[src/hdl/mbps_pkg.sv]
package mbps_pkg;

   localparam int BYTE_BITS       = 8;
   localparam int PAT_BYTES       = 16;
   localparam int PAT_IDX_BITS    = 4;
   localparam int MASK_BITS       = 16;
   localparam int LEN_BITS        = 5;
   localparam int CFG_DATA_BITS   = 64;
   localparam int CSR_INDEX_BITS  = 4;
   localparam int OUT_OFFSET_BITS = 32;

   // register indexes
   localparam logic [CSR_INDEX_BITS-1:0] CSR_PATTERN_LOW    = 4'd0;
   localparam logic [CSR_INDEX_BITS-1:0] CSR_PATTERN_HIGH   = 4'd1;
   localparam logic [CSR_INDEX_BITS-1:0] CSR_CARE_MASK      = 4'd2;
   localparam logic [CSR_INDEX_BITS-1:0] CSR_PATTERN_LENGTH = 4'd3;

   localparam logic [LEN_BITS-1:0] LENGTH_RESET = 5'd1;

   // per-cell compare setup
   typedef struct packed {
      logic [BYTE_BITS-1:0] pat_byte;
      logic                 care;
      logic                 active;
   } cell_cfg_type;

endpackage

[src/hdl/mbps_cell.sv]
// One window position: holds a byte, hands it on when the chain shifts,
// and compares the byte moving in against its pattern byte.
module mbps_cell (
   input  logic                              clock,
   input  logic                              shift_en,
   input  logic [mbps_pkg::BYTE_BITS-1:0]    byte_in,
   input  mbps_pkg::cell_cfg_type            cfg,
   output logic [mbps_pkg::BYTE_BITS-1:0]    byte_out,
   output logic                              hit
);

   logic [mbps_pkg::BYTE_BITS-1:0] byte_ff;
   logic [mbps_pkg::BYTE_BITS-1:0] byte_ff_in;

   assign byte_ff_in = shift_en ? byte_in : byte_ff;

   always_ff @(posedge clock) begin
      byte_ff <= byte_ff_in;
   end

   assign byte_out = byte_ff;

   // compare the value the window holds after this shift
   assign hit = !cfg.active || !cfg.care || (byte_in == cfg.pat_byte);

endmodule

[src/hdl/masked_byte_pattern_search.sv]
// Masked byte pattern search.
// Request channel (req_valid/req_stall): one region byte per item, with
// req_last_byte marking the final byte of a region. An item is taken on a
// clock edge where req_valid is high and req_stall is low.
// Response channel (rsp_valid/rsp_stall): at most one item per region,
// found=1 with the start offset of the first matching position, or found=0
// with offset 0 when the region ends without a match.
// Config channel (csr_valid/csr_ready): index 0 pattern_low, 1 pattern_high,
// 2 care_mask, 3 pattern_length; other indexes are ignored. csr_ready is
// always high. Write only while no item is in flight.
// Latency: the response is registered and is valid the cycle after the byte
// that caused it is taken. Throughput: one byte per cycle while req_stall is
// low, set by the window chain which shifts and compares all cells on accept.
// A stalled response holds; req_stall rises only while a response waits and
// rsp_stall is high, so a held response blocks new bytes but nothing more.
// Reset (synchronous): clears registers to their defaults (length 1), the
// byte count and match flag, and the response valid.
module masked_byte_pattern_search #(
   parameter int MAX_PATTERN = 16,
   parameter int OFFSET_BITS = 32
) (
   input  logic                                  clock,
   input  logic                                  reset,
   // request channel
   input  logic                                  req_valid,
   output logic                                  req_stall,
   input  logic [7:0]                            req_data_byte,
   input  logic                                  req_last_byte,
   // response channel
   output logic                                  rsp_valid,
   input  logic                                  rsp_stall,
   output logic                                  rsp_found,
   output logic [mbps_pkg::OUT_OFFSET_BITS-1:0]  rsp_match_offset,
   // config channel
   input  logic                                  csr_valid,
   output logic                                  csr_ready,
   input  logic [mbps_pkg::CSR_INDEX_BITS-1:0]   csr_index,
   input  logic [mbps_pkg::CFG_DATA_BITS-1:0]    csr_data
);

   localparam int BB = mbps_pkg::BYTE_BITS;
   localparam int IB = mbps_pkg::PAT_IDX_BITS;

   // ---------------- config registers ----------------
   logic [mbps_pkg::CFG_DATA_BITS-1:0] pattern_low_ff,  pattern_low_in;
   logic [mbps_pkg::CFG_DATA_BITS-1:0] pattern_high_ff, pattern_high_in;
   logic [mbps_pkg::MASK_BITS-1:0]     care_mask_ff,    care_mask_in;
   logic [mbps_pkg::LEN_BITS-1:0]      pattern_length_ff, pattern_length_in;
   logic                               csr_write;

   assign csr_ready = 1'b1;
   assign csr_write = csr_valid && csr_ready;

   always_comb begin
      pattern_low_in    = pattern_low_ff;
      pattern_high_in   = pattern_high_ff;
      care_mask_in      = care_mask_ff;
      pattern_length_in = pattern_length_ff;
      if (csr_write) begin
         case (csr_index)
            mbps_pkg::CSR_PATTERN_LOW:    pattern_low_in    = csr_data;
            mbps_pkg::CSR_PATTERN_HIGH:   pattern_high_in   = csr_data;
            mbps_pkg::CSR_CARE_MASK:      care_mask_in      =
               csr_data[mbps_pkg::MASK_BITS-1:0];
            mbps_pkg::CSR_PATTERN_LENGTH: pattern_length_in =
               csr_data[mbps_pkg::LEN_BITS-1:0];
            default: ;
         endcase
      end
   end

   always_ff @(posedge clock) begin
      if (reset) begin
         pattern_low_ff    <= '0;
         pattern_high_ff   <= '0;
         care_mask_ff      <= '0;
         pattern_length_ff <= mbps_pkg::LENGTH_RESET;
      end else begin
         pattern_low_ff    <= pattern_low_in;
         pattern_high_ff   <= pattern_high_in;
         care_mask_ff      <= care_mask_in;
         pattern_length_ff <= pattern_length_in;
      end
   end

   // effective length minus one: 0 reads as 1, above MAX_PATTERN clamps
   logic [IB-1:0] len_m1;
   always_comb begin
      if (pattern_length_ff == '0) begin
         len_m1 = '0;
      end else if (pattern_length_ff > mbps_pkg::LEN_BITS'(MAX_PATTERN)) begin
         len_m1 = IB'(MAX_PATTERN - 1);
      end else begin
         len_m1 = IB'(pattern_length_ff - 1'b1);
      end
   end

   logic [2*mbps_pkg::CFG_DATA_BITS-1:0] pat_all;
   assign pat_all = {pattern_high_ff, pattern_low_ff};

   // ---------------- handshake ----------------
   logic rsp_valid_ff, rsp_valid_in;
   logic accept;

   assign req_stall = rsp_valid_ff && rsp_stall;
   assign accept    = req_valid && !req_stall;

   // ---------------- window chain ----------------
   // Cell j holds window entry j (entry 0 newest) and is compared with
   // pattern byte len-1-j when j < len.
   logic [BB-1:0]        cell_byte [MAX_PATTERN];
   logic [MAX_PATTERN-1:0] cell_hit;

   for (genvar j = 0; j < MAX_PATTERN; j++) begin : g_cell
      mbps_pkg::cell_cfg_type cfg;
      logic [IB-1:0]          pat_idx;
      logic [BB-1:0]          byte_in;

      assign pat_idx      = len_m1 - IB'(j);
      assign cfg.pat_byte = pat_all[pat_idx*BB +: BB];
      assign cfg.care     = care_mask_ff[pat_idx];
      assign cfg.active   = (IB'(j) <= len_m1);

      if (j == 0) begin : g_head
         assign byte_in = req_data_byte;
      end else begin : g_link
         assign byte_in = cell_byte[j-1];
      end

      mbps_cell u_cell (
         .clock    (clock),
         .shift_en (accept),
         .byte_in  (byte_in),
         .cfg      (cfg),
         .byte_out (cell_byte[j]),
         .hit      (cell_hit[j])
      );
   end

   // ---------------- region tracking ----------------
   logic [OFFSET_BITS-1:0] seen_ff, seen_in, seen_next;
   logic                   reported_ff, reported_in;
   logic [OFFSET_BITS-1:0] len_ext;
   logic [OFFSET_BITS-1:0] off_full;
   logic [mbps_pkg::OUT_OFFSET_BITS-1:0] off_out;
   logic                   match_now;
   logic                   emit;
   logic                   emit_found;

   // count saturates at all ones
   assign seen_next = (&seen_ff) ? seen_ff : seen_ff + 1'b1;
   assign len_ext   = OFFSET_BITS'(len_m1) + 1'b1;
   assign off_full  = seen_next - len_ext;

   if (OFFSET_BITS > mbps_pkg::OUT_OFFSET_BITS) begin : g_clamp
      assign off_out = (|off_full[OFFSET_BITS-1:mbps_pkg::OUT_OFFSET_BITS]) ?
                       '1 : off_full[mbps_pkg::OUT_OFFSET_BITS-1:0];
   end else begin : g_ext
      assign off_out = mbps_pkg::OUT_OFFSET_BITS'(off_full);
   end

   assign match_now  = !reported_ff && (seen_next >= len_ext) && (&cell_hit);
   assign emit_found = match_now;
   assign emit       = match_now || (req_last_byte && !reported_ff);

   always_comb begin
      seen_in     = seen_ff;
      reported_in = reported_ff;
      if (accept) begin
         if (req_last_byte) begin
            seen_in     = '0;
            reported_in = 1'b0;
         end else begin
            seen_in     = seen_next;
            reported_in = reported_ff || match_now;
         end
      end
   end

   always_ff @(posedge clock) begin
      if (reset) begin
         seen_ff     <= '0;
         reported_ff <= 1'b0;
      end else begin
         seen_ff     <= seen_in;
         reported_ff <= reported_in;
      end
   end

   // ---------------- response register ----------------
   logic                                 rsp_found_ff, rsp_found_in;
   logic [mbps_pkg::OUT_OFFSET_BITS-1:0] rsp_offset_ff, rsp_offset_in;

   always_comb begin
      rsp_valid_in  = rsp_valid_ff;
      rsp_found_in  = rsp_found_ff;
      rsp_offset_in = rsp_offset_ff;
      if (rsp_valid_ff && !rsp_stall) begin
         rsp_valid_in = 1'b0;
      end
      if (accept && emit) begin
         rsp_valid_in  = 1'b1;
         rsp_found_in  = emit_found;
         rsp_offset_in = emit_found ? off_out : '0;
      end
   end

   always_ff @(posedge clock) begin
      if (reset) begin
         rsp_valid_ff <= 1'b0;
      end else begin
         rsp_valid_ff <= rsp_valid_in;
      end
      rsp_found_ff  <= rsp_found_in;
      rsp_offset_ff <= rsp_offset_in;
   end

   assign rsp_valid        = rsp_valid_ff;
   assign rsp_found        = rsp_found_ff;
   assign rsp_match_offset = rsp_offset_ff;

endmodule
[config.mk]
export PLATFORM = sky130hd
export DESIGN_NAME = masked_byte_pattern_search
export DESIGN_NICKNAME = d
export VERILOG_FILES = /design/src/hdl/mbps_pkg.sv /design/src/hdl/mbps_cell.sv /design/src/hdl/masked_byte_pattern_search.sv
export SDC_FILE = /design/constraint.sdc
export NUM_CORES = 1
export LEC_CHECK = 0
export ABC_CLOCK_PERIOD_IN_PS = 13500
export BUFFER_PORTS_ARGS = -buffer_cell sky130_fd_sc_hd__buf_2
export CAP_MARGIN = 10
export CORE_MARGIN = 1.5
export CORE_UTILIZATION = 30
export CTS_BUF_LIST = sky130_fd_sc_hd__clkbuf_16
export DETAILED_ROUTE_END_ITERATION = 7
export PLACE_DENSITY = 0.43
export SLEW_MARGIN = 40
export SYNTH_ARGS = -nofsm -noshare
export SYNTH_HDL_FRONTEND = slang
export SYNTH_SLANG_ARGS = --single-unit
[constraint.sdc]
create_clock -name clock -period 13.5 [get_ports clock]
set_input_delay 2.7 -clock clock [delete_from_list [all_inputs] [get_ports clock]]
set_output_delay 2.7 -clock clock [all_outputs]
set_load 0.05 [all_outputs]
==> impl_results.md <==
- Placed Cells: 3,659
- Worst Tran Pin Value: 0.882 ns
- Fin nets: 2,756
- GRT overflow: 0
- Sink Count: 336
- Vias in the first global route: 20,500
- Hold Fails Final Rpt: 0
- Htree depth: 2
- Share of the yosys chip area belonging to registers: 0.349
- Slew HR: 0.410
- PortBufs: 116
- Mean post-synth cell area: 8.85 µm²
- Placement row count: 102
- Setup tns final: 0 ns
- EDFF count, synth: 153
- Routed vias: 22,000
- Worst-path clk slew: 0.07 ns
- Drt first pass iters: 6
- Startpoint Class: register
- Mapped Area: 0.0237 mm²
- Critical-path maximum fanout: 64
- P&R area growth vs syn: 11.8%
- Die height: 284 µm
- Peak supply drop: 79.1 µV
- Max Root-Sink Buffers: 3
- Period utilisation layout: 0.638
- Worst endpoint required time: 13.80 ns
- Syn nets: 2,767
- CP arrival: 8.92 ns
- Initial antenna violation count: 4
- I/O Pins: 118
- # hold bufs at CTS: 0
- Drc violations: 0
- # resized after CTS: 0
- Clk_skew: 0.0357 ns
- Latest clock arrival within the worst-skew pair: 0.61 ns
- Final Max Tran Viols: 0
- Async set-reset flop share out of synthesis: 0
- Routed len/inst: 27.8 µm
- CP Class: register to register
- Pre-CTS setup slack: 4.98 ns
- F_max: 0.116 GHz
- Critical path endpoint category: register
- Share of layout cells above drive strength 1: 0.136
- Initial core utilization: 0.304
- CTS tree: done
- Vias per inst: 5.90
- Post-layout util: 0.340
- MaxCap Viol Count: 0
- Leakage: 0.00915 µW
- Iteration-0 DRC Markers: 2,668
- Power Density: 109 mW/mm²
- Hpwl dp: 78,700 µm
- Status: complete, no violations
- Register bit total from synthesis: 336
- Netlist cell types: 98
- Width of the die: 284 µm
- Final setup viols: 0
- Worst Hold Class: register to register
- Post-CTS Repair Setup Buffers: 0
- PnR worst setup slack: 4.88 ns
- DRT antenna net count: 0
- GRT Util Overall: 0.251
- Root buffer cell: clkbuf_16
- Top_reg_cell synth: dfxtp_1
- Total Wirelength: 104,000 µm
- Die area: 0.0806 mm²
- Post-synthesis cell count: 2,673
- Total power: 2880 µW
- First-pass GRT wire length: 149,000 µm
- Yosys warns: 0
- RSZ-0062 raised after global routing: false
- Largest net degree at the start of global routing: 97
- Min cycle time layout: 8.62 ns
- CTS buffer count: 41
- Routability cong.: 1.01
- Core Region: 0.0777 mm²
- Most frequent cells in the layout: 424 x nand2_1, 214 x a21oi_1, 186 x mux2i_1
- Fin cells: 3,732
- Most common cell after layout, fill and taps aside: nand2_1
-- registers in the layout, indices dropped and copies added (netlist names) --
name	cells
g_cell.u_cell.byte_out	120
pattern_high_ff	64
pattern_low_ff	64
rsp_match_offset	32
seen_ff	32
care_mask_ff	16
pattern_length_ff	5
reported_ff	1
rsp_found	1
rsp_valid	1
-- synthesized netlist by cell type, types with 12 or more instances --
master | instances | area, µm²
nor2_1 | 149 | 559
o31ai_1 | 51 | 383
and2_1 | 28 | 175
buf_2 | 30 | 150
and3_1 | 62 | 388
clkbuf_1 | 144 | 541
a31oi_1 | 47 | 294
mux4_2 | 81 | 1820
nor4_1 | 20 | 125
a21oi_1 | 217 | 1090
a32o_1 | 20 | 200
dfxtp_1 | 183 | 3660
or3_1 | 16 | 100
buf_1 | 24 | 90.1
mux2i_1 | 186 | 1860
a22oi_1 | 25 | 188
o211ai_1 | 27 | 203
edfxtp_1 | 153 | 4590
a2111oi_0 | 12 | 105
nand2_1 | 425 | 1600
inv_1 | 32 | 120
o22ai_1 | 33 | 206
xnor2_1 | 128 | 1120
o21ai_0 | 47 | 235
nor3_1 | 38 | 190
xor2_1 | 45 | 394
nand3_1 | 126 | 631
o21a_1 | 12 | 90.1
nand4_1 | 95 | 594
a211oi_1 | 21 | 158
-- report_power, final --
part           total, µW  switching (µW)  internal (µW)
sequential          1210            62.3           1140
combinational        577             393            184
clock               1100             467            632
total               2880             923           1960
-- final timing paths --
check | from | to | slack, ns | cells past startpoint
setup / recovery | pattern_length_ff[0] | rsp_match_offset[2] | 4.88 | 18
hold / removal | g_cell[11].u_cell.byte_out[1] | g_cell[12].u_cell.byte_out[1] | 0.47 | 0
setup reg to reg | pattern_length_ff[0] | rsp_match_offset[2] | 4.88 | 18
hold reg to reg | g_cell[11].u_cell.byte_out[1] | g_cell[12].u_cell.byte_out[1] | 0.47 | 0
-- kinds of logic (layout without fill, tap and decap cells) --
kind of cell	Yosys count	after routing	share of synthesized area
xor gates and xnor gates	179	179	0.0686
buffers and inverters	252	270	0.0452
muxes	274	274	0.159
DFF	336	336	0.349
and+or+nand+nor	1022	1022	0.206
other	1	2	0.000158
AOI/OAI and AO/OA	596	596	0.165
adders and majority gates	13	13	0.00708
-- final cells by class --
| type | count | area, µm² |
|---|---|---|
| diodes | 1 | 2.50 |
| well taps | 1040 | 1300 |
| multi-input cells | 2085 | 14500 |
| flip-flops and latches | 336 | 8260 |
| clock buffers | 41 | 1030 |
| inverters | 37 | 151 |
| fillers | 8035 | 51300 |
| clock inverters | 31 | 285 |
| repair buffers | 161 | 943 |
-- per-layer routing --
metal	vias up	track usage	wire length, µm
li1	9958	-	-
met1	10800	0.350	45300
met2	1088	0.376	44700
met3	200	0.0432	8280
met4	0	0.119	5550
met5	-	0	0
-- through the flow --
step / instance area (µm²) / hold slack [ns]
global route: 26500 / 0.484
global placement: 25100 / 0.455
detailed placement: 25100 / 0.458
floorplan: 23700 / 0.426
finish: 26500 / 0.472
CTS: 26400 / 0.477
-- worst max-delay path, cell delays in order (launching register included) --
cell and delay [ns]:
dfxtp_1 0.62, inv_1 0.16, ha_1 0.41, or4b_2 0.28
buf_4 0.64, and3_4 0.74, inv_4 0.39, ha_1 0.39
inv_1 0.11, nand4_1 0.18, nand2_1 0.65, mux4_2 0.60
xnor2_1 0.20, a2111oi_0 0.56, a31oi_1 0.31, nor4_2 0.55
nand3_4 0.48, a21oi_4 0.67, buf_8 0.25
Power figures use the tool's default switching activity.
